**src/rtl/core/ppr_pkg.sv**
```systemverilog
package ppr_pkg;

  localparam int COORD_W = 25;
  localparam int YAW_W = 16;
  localparam int GUARD_BITS = 6;
  localparam int XW = COORD_W + GUARD_BITS + 2;
  localparam int ZW = 32;
  localparam int TABLE_LEN = 30;
  localparam int DEFAULT_ROTATION_STAGES = 16;
  localparam int GAIN_W = 32;
  localparam int PW = XW + GAIN_W;
  localparam int ROUND_SHIFT = 31 + GUARD_BITS;
  localparam int RW = PW - ROUND_SHIFT;

  localparam logic signed [GAIN_W-1:0] INV_GAIN = 32'sd1304065748;
  localparam logic signed [PW-1:0] ROUND_BIAS = PW'(64'sd1 <<< (ROUND_SHIFT - 1));
  localparam logic signed [RW-1:0] OUT_MAX = RW'(24'h7F_FFFF) | RW'(25'h080_0000);
  localparam logic signed [RW-1:0] OUT_MIN = -OUT_MAX - RW'(1);
  localparam logic signed [ZW-1:0] QUARTER_TURN = 32'sh4000_0000;
  localparam logic signed [YAW_W-1:0] QUARTER_YAW = 16'sh4000;

  localparam logic [ZW-1:0] ATAN_TABLE [TABLE_LEN] = '{
    32'h20000000, 32'h12E4051E, 32'h09FB385B, 32'h051111D4, 32'h028B0D43,
    32'h0145D7E1, 32'h00A2F61E, 32'h00517C55, 32'h0028BE53, 32'h00145F2F,
    32'h000A2F98, 32'h000517CC, 32'h00028BE6, 32'h000145F3, 32'h0000A2FA,
    32'h0000517D, 32'h000028BF, 32'h0000145F, 32'h00000A30, 32'h00000518,
    32'h0000028C, 32'h00000146, 32'h000000A3, 32'h00000051, 32'h00000029,
    32'h00000014, 32'h0000000A, 32'h00000005, 32'h00000003, 32'h00000001
  };

  typedef struct packed {
    logic signed [XW-1:0] x;
    logic signed [XW-1:0] y;
    logic signed [ZW-1:0] z;
  } cell_data_t;

  function automatic cell_data_t pre_rotate(
    input logic signed [COORD_W-1:0] px,
    input logic signed [COORD_W-1:0] py,
    input logic signed [YAW_W-1:0] yaw
  );
    cell_data_t d;
    logic signed [XW-1:0] xe;
    logic signed [XW-1:0] ye;
    logic signed [ZW-1:0] ze;
    xe = {{(XW-COORD_W-GUARD_BITS){px[COORD_W-1]}}, px, {GUARD_BITS{1'b0}}};
    ye = {{(XW-COORD_W-GUARD_BITS){py[COORD_W-1]}}, py, {GUARD_BITS{1'b0}}};
    ze = {yaw, {(ZW-YAW_W){1'b0}}};
    if (yaw > QUARTER_YAW) begin
      d.x = -ye;
      d.y = xe;
      d.z = ze - QUARTER_TURN;
    end else if (yaw < -QUARTER_YAW) begin
      d.x = ye;
      d.y = -xe;
      d.z = ze + QUARTER_TURN;
    end else begin
      d.x = xe;
      d.y = ye;
      d.z = ze;
    end
    return d;
  endfunction

endpackage

```
**src/rtl/core/ppr_cell.sv**
```systemverilog
module ppr_cell #(
  parameter int STAGE = 0
) (
  input  logic                clk,
  input  logic                rst_n,
  input  logic                valid_i,
  output logic                ready_o,
  input  ppr_pkg::cell_data_t data_i,
  output logic                valid_o,
  input  logic                ready_i,
  output ppr_pkg::cell_data_t data_o
);
  import ppr_pkg::*;

  logic       valid_r;
  cell_data_t data_r;
  cell_data_t data_nxt;
  logic       adv;
  logic signed [XW-1:0] dx;
  logic signed [XW-1:0] dy;
  logic signed [ZW-1:0] step_angle;

  assign adv = !valid_r || ready_i;
  assign ready_o = adv;
  assign dx = data_i.y >>> STAGE;
  assign dy = data_i.x >>> STAGE;
  assign step_angle = $signed(ATAN_TABLE[STAGE]);

  always_comb begin
    if (!data_i.z[ZW-1]) begin
      data_nxt.x = data_i.x - dx;
      data_nxt.y = data_i.y + dy;
      data_nxt.z = data_i.z - step_angle;
    end else begin
      data_nxt.x = data_i.x + dx;
      data_nxt.y = data_i.y - dy;
      data_nxt.z = data_i.z + step_angle;
    end
  end

  always_ff @(posedge clk) begin
    if (!rst_n) begin
      valid_r <= 1'b0;
    end else if (adv) begin
      valid_r <= valid_i;
    end
  end

  always_ff @(posedge clk) begin
    if (adv && valid_i) begin
      data_r <= data_nxt;
    end
  end

  assign valid_o = valid_r;
  assign data_o = data_r;

`ifndef NO_ASSERTIONS
  a_cell_hold: assert property (@(posedge clk) disable iff (!rst_n)
    valid_r && !ready_i |=> valid_r && $stable(data_r))
    else $error("ppr_cell: stalled word changed");
`endif

endmodule

```
**config.mk**
```make
export PLATFORM = sky130hd
export DESIGN_NAME = ppr_cell
export DESIGN_NICKNAME = d
export VERILOG_FILES = /design/src/rtl/core/ppr_pkg.sv /design/src/rtl/core/ppr_cell.sv
export SDC_FILE = /design/constraint.sdc
export NUM_CORES = 1
export LEC_CHECK = 0
export BUFFER_PORTS_ARGS = -buffer_cell sky130_fd_sc_hd__buf_2
export CAP_MARGIN = 20
export CORE_MARGIN = 4
export CORE_UTILIZATION = 48
export CTS_CLUSTER_DIAMETER = 80
export DETAILED_ROUTE_END_ITERATION = 8
export PLACE_DENSITY = 0.8
export REMOVE_ABC_BUFFERS = 1
export SYNTH_ARGS = -nofsm -noshare
export SYNTH_HDL_FRONTEND = slang
export SYNTH_SLANG_ARGS = --single-unit
```
**constraint.sdc**
```tcl
create_clock -name clk -period 4.7 [get_ports clk]
set_input_delay 0.705 -clock clk [delete_from_list [all_inputs] [get_ports clk]]
set_output_delay 0.705 -clock clk [all_outputs]
set_load 0.005 [all_outputs]
```
# Word-level counts from Yosys, hierarchy flattened
# Index checks and enable logic that the tools add are counted.
totals:
  reg_bits: 99
  out_inout_bits: 100
  elab_cells: 13
op_classes:
  addsub: 5
  muxes: 1
  n_reduce_logical: 3
ops:
  columns: ["cell", "n"]
  rows:
  - ["2-to-1 mux 98 bit", 1]
  - ["subtractor 33 bit", 2]
  - ["adder 33 bit", 1]
  - ["adder 32 x 31 -> 32 bit (second input constant)", 1]
  - ["subtractor 32 x 31 -> 32 bit (second input constant)", 1]
  - ["logical AND 1 bit", 1]
  - ["zero test 1 bit", 1]
  - ["logical OR 1 bit", 1]

# Depth between registers and ports, before layout
logic_depth:
  depth_word: 3
  ltp_mapped: 12
  ltp_nobuf: 12

# Worst setup path before layout
# No wires, ideal clock.
synth_timing:
  path_type: "input to register"
  startpoint: "input port ready_i"
  endpoint: "register data_r, in the netlist data_o[0], enable pin"
  setup_ns: 0.467
  stages: 2
  arrival_time_ns: 3.110
  path_slack_ns: 1.123
  required_ns: 4.233
  path_cell_list: "nand2b_1 -> and2_1"
synth_between:
  elab_chain_cells: 2
synth_lines:
  columns: ["element", "line_no", "text"]
  rows:
  - ["start, declared", "ppr_cell.sv:10", "input logic ready_i,"]
  - ["logical OR 1 bit", "ppr_cell.sv:23", "assign adv = !valid_r || ready_i;"]
  - ["logical AND 1 bit", "ppr_cell.sv:50", "if (adv && valid_i) begin"]
  - ["end signal, assigned", "ppr_cell.sv:51", "data_r <= data_nxt;"]
  - ["end, declared", "ppr_cell.sv:16", "cell_data_t data_r;"]
# Every way passes these cells.
# A chain may end at the register's enable or synchronous reset.

==> flow_summary_export.csv <==
group,metric,value,unit
place,placed_cells,1341,
timing,fin_tns_setup,0,ns
logic_synthesis,ys_seq_area_frac,0.3430,
logic_synthesis,yosysWarnings,0,
cells_and_area,synthToLayoutAreaGrowth,16.62,%
min_path,hold_class,"in2reg",
logic_synthesis,synth_flop_cell,"edfxtp_1",
setup_path,reg2reg_depth,3,
logic_synthesis,synth-seq-cells,98,
floorplanning,die_x,141.5,µm
logic_synthesis,synth-async-reset-ratio,0,
power_and_ir_drop,leakagePower,4.485,nW
logic_synthesis,synthCells,953,
power_and_ir_drop,total_power,2.848,mW
global_routing,grt_max_degree,81,
setup_path,critical_path_required,4.78,ns
cells_and_area,layout.nets,1329,
logic_synthesis,synthDistinctLibCells,74,
setup_path,critPathArrivalTime,3.71,ns
cells_and_area,drive_gt1_frac,0.2155,
floorplanning,core,17360,µm²
global_routing,grt_pass1_wl,39.61,mm
clock_network,ctsHoldBuffers,0,
route,drt_iter0_markers,1014,
route,drc,0,
setup_path,r2r-start,"valid_o$_SDFFE_PN0N_",
logic_synthesis,synth_area,8551,µm²
logic_synthesis,synth_enable_flop_cells,97,
timing,maxSlewHeadroom,0.3200,
timing,slew_viol_final,0,
route,wl,25.60,mm
setup_path,worstSetupPathType,"in2reg",
timing,worstMarginPinSlew,1.020,ns
setup_path,r2r-end,"data_o[65]$_DFFE_PP_",
global_routing,overflow,0,
clock_network,post_cts_buffers,0,
setup_path,cp-start-kind,"input port",
clock_network,cts_buffer_depth,2,
route,wire_per_inst,18.86,µm
route,drt_first_pass_iters,5,
setup_path,crit_end,"data_o[64]$_DFFE_PP_",
clock_network,cts_resized,0,
floorplanning,fp.dieH,141.5,µm
clock_network,cts_tree,"done",
timing,setup_viol,0,
global_routing,grt_usage,0.2461,
clock_network,clockRootBuffer,"clkbuf_16",
cells_and_area,antenna_cells,0,
logic_synthesis,netlist.area_leader.share,0.3406,
place,gp_congestion,1.003,
timing,hold_viol,0,
power_and_ir_drop,powerDensity,285.6,nW/µm²
timing,fin_skew,0.007749,ns
clock_network,clk_latency,0.34,ns
clock_network,cts.sinks,98,
timing,rsz0062_at_grt,"false",
setup_path,crit_start,"data_i[43]",
floorplanning,rows,48,
floorplanning,pin_count,202,
run,drv_cap,0,
clock_network,clk_pin_slew,0.07,ns
logic_synthesis,yosysTopAreaCell,"edfxtp_1",
timing,period_minus_slack,3.628,ns
floorplanning,dieArea,20010,µm²
clock_network,numCtsBuffers,9,
timing,timing.final.crit_share,0.7719,
cells_and_area,final-instance-count-excl-fill,1357,
route,vias,8004,
route,ant_nets,0,
setup_path,crit_fanout,13,
outcome,status,"completed",
place,hpwl,20.49,mm
timing,fmax,275.7,MHz
power_and_ir_drop,vdd_drop_max,198.1,µV
global_routing,antenna_found_initial,0,
setup_path,worst-r2r-setup-slack,2.69,ns
place,port_buffers,201,
logic_synthesis,synthTopCellsByArea,"edfxtp_1 34%, ha_1 14%, a21oi_1 6.9%",
floorplanning,start_util,0.4926,
logic_synthesis,syn_area_per_cell,8.972,µm²
route,avgViaCountPerCell,5.898,
setup_path,worst_setup_path_end_kind,"register",
global_routing,first_global_vias,7465,
clock_network,htree_levels,3,
-- per-layer routing --
layer / global-route usage / wire (µm) / up-vias
met1: 0.3458 / 10830 / 3700
met5: 0 / 0 / -
li1: - / - / 3769
met2: 0.3883 / 11390 / 477
met3: 0.04685 / 2780 / 58
met4: 0.07323 / 605 / 0
-- cell type report --
| class | count | area [µm²] |
|---|---|---|
| Multi-Input combinational cell | 709 | 5041 |
| Fill cell | 1603 | 7385 |
| Inverter | 103 | 386.6 |
| Timing Repair Buffer | 206 | 1044 |
| Clock buffer | 9 | 225.2 |
| Sequential cell | 98 | 2933 |
| Tap cell | 225 | 281.5 |
| Clock inverter | 7 | 61.31 |
-- stage by stage --
| stage | hold WS, ns | instance area, µm² | util | setup WS (ns) |
|---|---|---|---|---|
| after floorplan | 0.5366 | 8358 | - | 1.123 |
| final | 0.5398 | 9972 | 0.5745 | 1.072 |
| after detailed placement | 0.5380 | 9686 | 0.5580 | 0.7803 |
| after CTS | 0.5266 | 9972 | 0.5745 | 1.128 |
| after global routing | 0.5212 | 9972 | 0.5745 | 0.8946 |
| after global placement | 0.5211 | 9686 | 0.5580 | 0.7964 |
-- state kept, by name, summed over array words and instances (netlist names) --
signal	flops
valid_o	1
data_o	97
-- cells in the mapped netlist, types with 6 or more instances --
cell type  number
a211oi_1        9
a21o_1         21
a21oi_1       118
a31oi_1        10
buf_1           7
buf_2           7
clkbuf_1       25
edfxtp_1       97
ha_1           96
inv_1          99
mux2i_1        13
nand2_1        44
nand2b_1       12
nand3_1        19
nand4_1        11
nor2_1         84
nor2b_1        10
nor3_1         12
nor4_1         12
o211ai_1        9
o21ai_0        51
o21bai_1       19
o31ai_1        12
or3_1           6
xnor2_1        59
-- placed cells by master, fill, tap and decap left out, types with 4 or more instances in the layout --
master,netlist,routed
nor4_1,12,12
o21bai_1,19,19
nand2b_1,12,12
buf_2,7,201
o21a_1,4,4
o211ai_1,9,9
mux2i_1,13,13
fa_1,4,4
ha_1,96,96
nor2b_1,10,10
nand2_1,44,44
a31oi_1,10,10
a211oi_1,9,9
nand3b_1,4,4
nand4_1,11,11
nor2_1,84,84
clkbuf_16,0,9
o31ai_1,12,12
nand3_1,19,19
o22ai_1,4,4
nor3_1,12,12
inv_1,99,99
buf_4,2,5
or3_1,6,6
a21oi_1,118,118
xnor2_1,59,59
edfxtp_1,97,97
xor2_1,4,4
o21ai_0,51,51
a21o_1,21,21
a221o_1,4,4
-- worst max-delay path, cell delays in order --
cell and delay [ns]:
buf_2 0.10, inv_1 0.04, ha_1 0.48, nor4_2 0.49, o221ai_2 0.20, a31oi_4 0.26
o31ai_2 0.17, o31ai_4 0.31, a21oi_2 0.17, or4_1 0.44, o311ai_2 0.25, xnor2_1 0.09
-- cells by family (layout without fill, tap and decap cells) --
family          count (synthesis)  count (layout)  share of synthesized area
flops                          98              98                     0.3430
simple gates                  229             229                     0.1289
mux                            13              13                    0.01522
compound gates                304             304                     0.2308
fa+ha+maj                     100             100                     0.1498
xor+xnor                       63              63                    0.06453
buf+inv                       146             325                    0.06775
-- report_power, final --
group,switching (mW),internal (mW)
clock,0.340,0.369
combinational,0.613,0.391
sequential,0.0320,1.10
total,0.986,1.86
-- how the worst min path moves through the flow --
stage	from	to	slack, ns	cells after the start
6_report	data_i[0]	data_o[0]$_DFFE_PP_	0.54	1
2_1_floorplan	valid_o$_SDFFE_PN0N_	valid_o$_SDFFE_PN0N_	0.54	2
4_1_cts	data_i[0]	data_o[0]$_DFFE_PP_	0.53	1
3_5_place_dp	valid_o$_SDFFE_PN0N_	valid_o$_SDFFE_PN0N_	0.54	2
3_3_place_gp	valid_o$_SDFFE_PN0N_	valid_o$_SDFFE_PN0N_	0.52	2
5_1_grt	data_i[4]	data_o[4]$_DFFE_PP_	0.52	1
Note: power is estimated with default switching activity, not from simulation.
