**config.mk**
```make
export PLATFORM = sky130hd
export DESIGN_NAME = ppr_finish_flat
export DESIGN_NICKNAME = d
export VERILOG_FILES = /design/src/rtl/core/ppr_pkg.sv /design/src/rtl/core/ppr_out_if.sv /design/src/rtl/core/ppr_finish.sv /design/src/flat_wrapper.sv
export SDC_FILE = /design/constraint.sdc
export NUM_CORES = 2
export LEC_CHECK = 0
export BUFFER_PORTS_ARGS = -buffer_cell sky130_fd_sc_hd__buf_4
export CAP_MARGIN = 20
export CORE_UTILIZATION = 49
export CTS_BUF_LIST = sky130_fd_sc_hd__clkbuf_16
export DETAILED_ROUTE_END_ITERATION = 7
export GPL_ROUTABILITY_DRIVEN = 0
export MAX_ROUTING_LAYER = met4
export PLACE_DENSITY = 0.71
export SYNTH_ARGS = -nofsm -noshare
export SYNTH_HDL_FRONTEND = slang
export SYNTH_SLANG_ARGS = --single-unit
```
**constraint.sdc**
```tcl
create_clock -name clk -period 9.05 [get_ports clk]
set_input_delay 0.905 -clock clk [delete_from_list [all_inputs] [get_ports clk]]
set_output_delay 0.905 -clock clk [all_outputs]
set_load 0.05 [all_outputs]
```
**src/rtl/core/ppr_pkg.sv**
```systemverilog
package ppr_pkg;

  localparam int COORD_W = 25;
  localparam int YAW_W = 16;
  localparam int GUARD_BITS = 6;
  localparam int XW = COORD_W + GUARD_BITS + 2;
  localparam int ZW = 32;
  localparam int TABLE_LEN = 30;
  localparam int DEFAULT_ROTATION_STAGES = 16;
  localparam int GAIN_W = 32;
  localparam int PW = XW + GAIN_W;
  localparam int ROUND_SHIFT = 31 + GUARD_BITS;
  localparam int RW = PW - ROUND_SHIFT;

  localparam logic signed [GAIN_W-1:0] INV_GAIN = 32'sd1304065748;
  localparam logic signed [PW-1:0] ROUND_BIAS = PW'(64'sd1 <<< (ROUND_SHIFT - 1));
  localparam logic signed [RW-1:0] OUT_MAX = RW'(24'h7F_FFFF) | RW'(25'h080_0000);
  localparam logic signed [RW-1:0] OUT_MIN = -OUT_MAX - RW'(1);
  localparam logic signed [ZW-1:0] QUARTER_TURN = 32'sh4000_0000;
  localparam logic signed [YAW_W-1:0] QUARTER_YAW = 16'sh4000;

  localparam logic [ZW-1:0] ATAN_TABLE [TABLE_LEN] = '{
    32'h20000000, 32'h12E4051E, 32'h09FB385B, 32'h051111D4, 32'h028B0D43,
    32'h0145D7E1, 32'h00A2F61E, 32'h00517C55, 32'h0028BE53, 32'h00145F2F,
    32'h000A2F98, 32'h000517CC, 32'h00028BE6, 32'h000145F3, 32'h0000A2FA,
    32'h0000517D, 32'h000028BF, 32'h0000145F, 32'h00000A30, 32'h00000518,
    32'h0000028C, 32'h00000146, 32'h000000A3, 32'h00000051, 32'h00000029,
    32'h00000014, 32'h0000000A, 32'h00000005, 32'h00000003, 32'h00000001
  };

  typedef struct packed {
    logic signed [XW-1:0] x;
    logic signed [XW-1:0] y;
    logic signed [ZW-1:0] z;
  } cell_data_t;

  function automatic cell_data_t pre_rotate(
    input logic signed [COORD_W-1:0] px,
    input logic signed [COORD_W-1:0] py,
    input logic signed [YAW_W-1:0] yaw
  );
    cell_data_t d;
    logic signed [XW-1:0] xe;
    logic signed [XW-1:0] ye;
    logic signed [ZW-1:0] ze;
    xe = {{(XW-COORD_W-GUARD_BITS){px[COORD_W-1]}}, px, {GUARD_BITS{1'b0}}};
    ye = {{(XW-COORD_W-GUARD_BITS){py[COORD_W-1]}}, py, {GUARD_BITS{1'b0}}};
    ze = {yaw, {(ZW-YAW_W){1'b0}}};
    if (yaw > QUARTER_YAW) begin
      d.x = -ye;
      d.y = xe;
      d.z = ze - QUARTER_TURN;
    end else if (yaw < -QUARTER_YAW) begin
      d.x = ye;
      d.y = -xe;
      d.z = ze + QUARTER_TURN;
    end else begin
      d.x = xe;
      d.y = ye;
      d.z = ze;
    end
    return d;
  endfunction

endpackage

```
**src/rtl/core/ppr_out_if.sv**
```systemverilog
interface ppr_out_if;
  logic valid;
  logic ready;
  logic signed [24:0] rotated_x;
  logic signed [24:0] rotated_y;
  logic clipped;

  modport source (output valid, rotated_x, rotated_y, clipped, input ready);
  modport sink (input valid, rotated_x, rotated_y, clipped, output ready);
endinterface

```
**src/rtl/core/ppr_finish.sv**
```systemverilog
module ppr_finish (
  input  logic                clk,
  input  logic                rst_n,
  input  logic                valid_i,
  output logic                ready_o,
  input  ppr_pkg::cell_data_t data_i,
  ppr_out_if.source           out_ch
);
  import ppr_pkg::*;

  logic                 prod_valid_r;
  logic signed [PW-1:0] prod_x_r;
  logic signed [PW-1:0] prod_y_r;
  logic                 out_valid_r;
  logic signed [COORD_W-1:0] rot_x_r;
  logic signed [COORD_W-1:0] rot_y_r;
  logic                 clip_r;
  logic                 adv_prod;
  logic                 adv_out;
  logic signed [PW-1:0] sum_x;
  logic signed [PW-1:0] sum_y;
  logic signed [RW-1:0] round_x;
  logic signed [RW-1:0] round_y;
  logic signed [COORD_W-1:0] rot_x_nxt;
  logic signed [COORD_W-1:0] rot_y_nxt;
  logic                 clip_x;
  logic                 clip_y;

  assign adv_out = !out_valid_r || out_ch.ready;
  assign adv_prod = !prod_valid_r || adv_out;
  assign ready_o = adv_prod;

  assign sum_x = prod_x_r + ROUND_BIAS;
  assign sum_y = prod_y_r + ROUND_BIAS;
  assign round_x = sum_x[PW-1:ROUND_SHIFT];
  assign round_y = sum_y[PW-1:ROUND_SHIFT];

  always_comb begin
    clip_x = 1'b1;
    clip_y = 1'b1;
    if (round_x > OUT_MAX) begin
      rot_x_nxt = OUT_MAX[COORD_W-1:0];
    end else if (round_x < OUT_MIN) begin
      rot_x_nxt = OUT_MIN[COORD_W-1:0];
    end else begin
      rot_x_nxt = round_x[COORD_W-1:0];
      clip_x = 1'b0;
    end
    if (round_y > OUT_MAX) begin
      rot_y_nxt = OUT_MAX[COORD_W-1:0];
    end else if (round_y < OUT_MIN) begin
      rot_y_nxt = OUT_MIN[COORD_W-1:0];
    end else begin
      rot_y_nxt = round_y[COORD_W-1:0];
      clip_y = 1'b0;
    end
  end

  always_ff @(posedge clk) begin
    if (!rst_n) begin
      prod_valid_r <= 1'b0;
      out_valid_r <= 1'b0;
    end else begin
      if (adv_prod) begin
        prod_valid_r <= valid_i;
      end
      if (adv_out) begin
        out_valid_r <= prod_valid_r;
      end
    end
  end

  always_ff @(posedge clk) begin
    if (adv_prod && valid_i) begin
      prod_x_r <= PW'(data_i.x) * PW'(INV_GAIN);
      prod_y_r <= PW'(data_i.y) * PW'(INV_GAIN);
    end
    if (adv_out && prod_valid_r) begin
      rot_x_r <= rot_x_nxt;
      rot_y_r <= rot_y_nxt;
      clip_r <= clip_x || clip_y;
    end
  end

  assign out_ch.valid = out_valid_r;
  assign out_ch.rotated_x = rot_x_r;
  assign out_ch.rotated_y = rot_y_r;
  assign out_ch.clipped = clip_r;

`ifndef NO_ASSERTIONS
  a_fin_clip: assert property (@(posedge clk) disable iff (!rst_n)
    out_valid_r && clip_r |->
      (rot_x_r == OUT_MAX[COORD_W-1:0]) || (rot_x_r == OUT_MIN[COORD_W-1:0]) ||
      (rot_y_r == OUT_MAX[COORD_W-1:0]) || (rot_y_r == OUT_MIN[COORD_W-1:0]))
    else $error("ppr_finish: clipped word not at a bound");
`endif

endmodule

```
**src/flat_wrapper.sv**
```systemverilog
// flat-port wrapper written by rule: the top's interface ports become plain ports
module ppr_finish_flat import ppr_pkg::*;
  (clk, rst_n, valid_i, ready_o, data_i, out_ch_valid, out_ch_rotated_x, out_ch_rotated_y, out_ch_clipped, out_ch_ready);
  ppr_out_if out_ch_i ();
  input  logic clk;
  input  logic rst_n;
  input  logic valid_i;
  output logic ready_o;
  input  ppr_pkg::cell_data_t data_i;
  output wire logic [$bits(out_ch_i.valid)-1:0] out_ch_valid;
  output wire logic [$bits(out_ch_i.rotated_x)-1:0] out_ch_rotated_x;
  output wire logic [$bits(out_ch_i.rotated_y)-1:0] out_ch_rotated_y;
  output wire logic [$bits(out_ch_i.clipped)-1:0] out_ch_clipped;
  input wire logic [$bits(out_ch_i.ready)-1:0] out_ch_ready;
  assign out_ch_valid = out_ch_i.valid;
  assign out_ch_rotated_x = out_ch_i.rotated_x;
  assign out_ch_rotated_y = out_ch_i.rotated_y;
  assign out_ch_clipped = out_ch_i.clipped;
  assign out_ch_i.ready = out_ch_ready;
  ppr_finish u_core (.clk(clk), .rst_n(rst_n), .valid_i(valid_i), .ready_o(ready_o), .data_i(data_i), .out_ch(out_ch_i));
endmodule
```
; ---- Yosys cells after proc, flatten, opt, wreduce, memory -nomap -nowiden
; Index checks and enable logic that the tools add are counted.
[op_classes]
n_reduce_logical = 7
n_addsub = 2
multipliers = 2
magnitude_cmp = 4
n_mux = 6
[op_table]
columns = cell, n
row1 = $add A65 B38 Y65 const B, 2
row2 = $mul A33 B30 Y63 const B, 2
row3 = $gt A28 B25 Y1 const B, 2
row4 = $lt A28 B25 Y1 const B, 2
row5 = $mux W25, 2
row6 = $mux W1, 4
row7 = $logic_or A1 B1 Y1, 3
row8 = $logic_and A1 B1 Y1, 2
row9 = $logic_not A1 Y1, 2
[word_totals]
regBits = 179
word_cells = 28
inputBits = 102
out_inout_bits = 53

; ---- Logic depth before layout (Yosys ltp)
[depth]
word_depth = 5
ltp_mapped = 29
depth_no_buf = 28

; ---- Worst setup path before layout
; OpenSTA, ideal clock, no wires.
[synth_path]
kind = input to register
startpoint = input data_i[64] (netlist name)
endpoint = register u_core.prod_y_r[64], data pin
setup_ns = 0.266
path_buffers = 1
required_time_ns = 8.784
path_stages = 21
t_arrival_ns = 7.516
setup_slack_ns = 1.269
cell_sequence = clkbuf_1 > clkinv_1 > o21ai_0 > fa_1 > fa_1 > fa_1 > fa_1 > inv_1 > fa_1 > inv_1 > ha_1 > a21o_1 > a21o_1 > a21o_1 > a21o_1 > a21oi_1 > nor2b_1 > a311oi_2 > o211ai_1 > a31oi_1 > xnor2_1
[synth_between]
elab_chain_cells = 1
[synth_rtl]
columns = element, line
row1 = "start, declared", flat_wrapper.sv:9  ; input ppr_pkg::cell_data_t data_i;
row2 = $mul A33 B30 Y63, ppr_finish.sv:76  ; prod_y_r <= PW'(data_i.y) * PW'(INV_GAIN);
row3 = "end signal, assigned", ppr_finish.sv:76
row4 = "end, declared", ppr_finish.sv:13  ; logic signed [PW-1:0] prod_y_r;
; Every way passes these cells.
; A chain may end at the register's enable or synchronous reset.

; ---- Worst setup path after layout
[layout_path]
startpoint = input data_i[63] (netlist name)
endpoint = register u_core.prod_y_r[64], data pin
; The elaborated chain is that of the path after synthesis.

==> flow_summary.yaml <==
sta:
  finalHoldViolCount: 0
  finalSetupTns_ns: 0
  slew_viol_final: 0
  tightest_slew_ns: 0.8684
  fin_crit_sh: 0.9182
  rsz0062_at_grt: "no"
  whs_ns: 0.5513
  fin_crit_ns: 8.309
  slew_headroom: 0.4205
  clock_skew_ns: 0.01100
  clock.fmax_ghz: 0.1203
  setup_viol: 0
worst_setup_path:
  r2r_cells: 9
  endpoint_kind: "register"
  startpoint: "data_i[63]"
  critPathLaunchType: "input pin"
  cp_max_fo: 8
  critical_path_arrival_ns: 8.41
  crit_type: "input pin to register"
  crit_required_ns: 9.16
  r2r-start: "u_core.prod_y_r[47]"
die:
  initial_core_util: 0.4983
  core-area_sq_mm: 0.08582
  fp.dieH_um: 297.4
  num_io_pins: 155
  dieArea_sq_mm: 0.08846
  rows: 107
  die_w_um: 297.4
cts:
  cts_tree: "built"
  cts-buffers-inserted: 9
  ctsHoldBuffers: 0
  clockBufferDepth: 2
  clk_latency_ns: 0.35
  clkSinkCount: 111
  cts_max_level: 3
  cts_resized: 0
  cts-root-buf: "clkbuf_16"
  path_clk_slew_ns: 0.08
  post_cts_buffers: 0
routing:
  vias_per_cell: 5.274
  drtIter0Drc: 1755
  wire_per_inst_um: 19.82
  routed-via-count: 28815
  ant_nets: 0
  remaining_drc_errors: 0
  drt-total-wl_mm: 108.3
  first_pass_iters: 6
global_routing:
  grt_util_met2: 0.4176
  grt_overflow: 0
  grt_pass1_wl_mm: 171.0
  gr-usage-met1: 0.3402
  busiest_layer: "met2"
  grt_pass1_vias: 30600
  grt_max_degree: 59
  globalRouteTotalUtil: 0.2577
  antenna_found_initial: 2
  use_met3: 0.02805
min_path:
  hp-class: "register to register"
  whs_path_depth: 1
  min_from: "u_core.prod_valid_r"
synth:
  synth_flop_cell: "edfxtp_1"
  synth_warnings: 0
  synthTopCellsByArea: "fa_1, ha_1, inv_1"
  syn-instance-count: 4198
  syn_area_sq_mm: 0.04276
  yosys.cell_types.count: 81
  synth_edf_count: 109
  synthArstFlopShare: 0
  yosysTopAreaCellShare: 0.4073
  synth.avg_cell_area_sq_um: 10.19
  ys_seq_area_frac: 0.07748
  syn-num-nets: 5941
  yosysTopAreaCell: "fa_1"
  synth_seq_cells: 111
final_layout:
  nets: 6056
  area_growth_pct: 6.270
  drive_gt1_frac: 0.04308
placed_design:
  io_buffers: 122
  dp_hpwl_mm: 97.84
outcome:
  status: "finished, final reports clean"
run:
  drv_cap: 0
-- final timing paths --
check	to	slack [ns]
worst max-delay path	u_core.prod_y_r[64]	0.74
worst max register to register	u_core.out_ch.clipped	5.68
worst min register to register	u_core.out_ch.valid	0.55
worst min-delay path	u_core.out_ch.valid	0.55
-- registers in the layout, summed over array words and instances, names as in the netlist --
name and count:
u_core.out_ch.clipped 1, u_core.out_ch.valid 1, u_core.prod_valid_r 1, u_core.prod_y_r 29
u_core.out_ch.rotated_y 25, u_core.prod_x_r 29, u_core.out_ch.rotated_x 25
-- through the flow --
| step | instances | util | worst slack, ns | cell area (sq um) |
|---|---|---|---|---|
| finish | 5464 | 0.5295 | 0.7407 | 45440 |
| global route | 5464 | 0.5295 | 0.4883 | 45440 |
| CTS | 5462 | 0.5295 | 0.8167 | 45440 |
| detailed placement | 5446 | 0.5256 | 0.4397 | 45100 |
| global placement | 5446 | 0.5256 | 0.6308 | 45100 |
| floorplan | 4198 | - | 1.269 | 42760 |
-- Yosys cell counts (16+ instances only) --
master	count
clkbuf_1	29
xor2_1	172
ha_1	771
nor2b_1	31
nor3_1	16
o21bai_1	24
inv_1	1269
a21o_1	96
a21oi_1	167
nand2_1	98
and3_1	21
fa_1	870
nor2_1	62
o21ai_0	115
nand4_1	21
xnor2_1	127
nand3_1	39
edfxtp_1	109
-- layout make-up --
type	instances	area, sq um
Antenna cell	2	5.005
Tap cell	1144	1431
Sequential cell	111	3313
Timing Repair Buffer	136	1021
Clock inverter	7	112.6
Inverter	1270	4767
Clock buffer	9	225.2
Multi-Input combinational cell	2785	34570
Fill cell	7522	40370
-- cells by family after synthesis --
family          synth area share
simple gates             0.04029
xor+xnor                 0.06124
flops                    0.07748
compound gates           0.07283
mux                    0.0009363
fa+ha+maj                 0.6329
buf+inv                   0.1143
-- placed cells by master (no fill, tap or decap), types with 12 or more instances in the layout --
master and count:
xnor2_1 127, nand4_1 21, o211ai_1 12, buf_4 136, xor2_1 172, a21o_1 96
inv_1 1268, nand2_1 98, a21oi_1 167, ha_1 771, edfxtp_1 109, fa_1 870
nand3_1 39, o21bai_1 24, nor3_1 16, nand2b_1 12, and3_1 21, o21ai_0 115
a31oi_1 12, nor2_1 62, nor2b_1 30
-- layer usage --
| metal | wire [um] | part of all wire | vias to the layer above |
|---|---|---|---|
| met4 | 3834 | 0.035 | 0 |
| met3 | 6958 | 0.064 | 207 |
| met1 | 45810 | 0.42 | 14417 |
| met2 | 51700 | 0.48 | 1003 |
| li1 | - | - | 13188 |
| met5 | 0 | 0 | - |
-- worst max-delay path, cell delays in order --
cell and delay [ns]:
buf_4 0.18, inv_1 0.06, ha_1 0.33, inv_1 0.18, fa_1 0.63, inv_1 0.08
fa_1 0.51, fa_1 0.52, inv_1 0.06, fa_1 0.55, fa_1 0.43, fa_1 0.61
inv_1 0.10, fa_1 0.48, inv_1 0.04, ha_1 0.44, nand2_1 0.14, or4_1 0.48
nor3_1 0.29, o211ai_1 0.24, a21oi_2 0.34, a311oi_2 0.23, o211ai_1 0.30, a31oi_1 0.14
xnor2_1 0.14
Power is not shown: default switching activity piles up to over one toggle a cycle in this logic, so the estimate is an artifact.
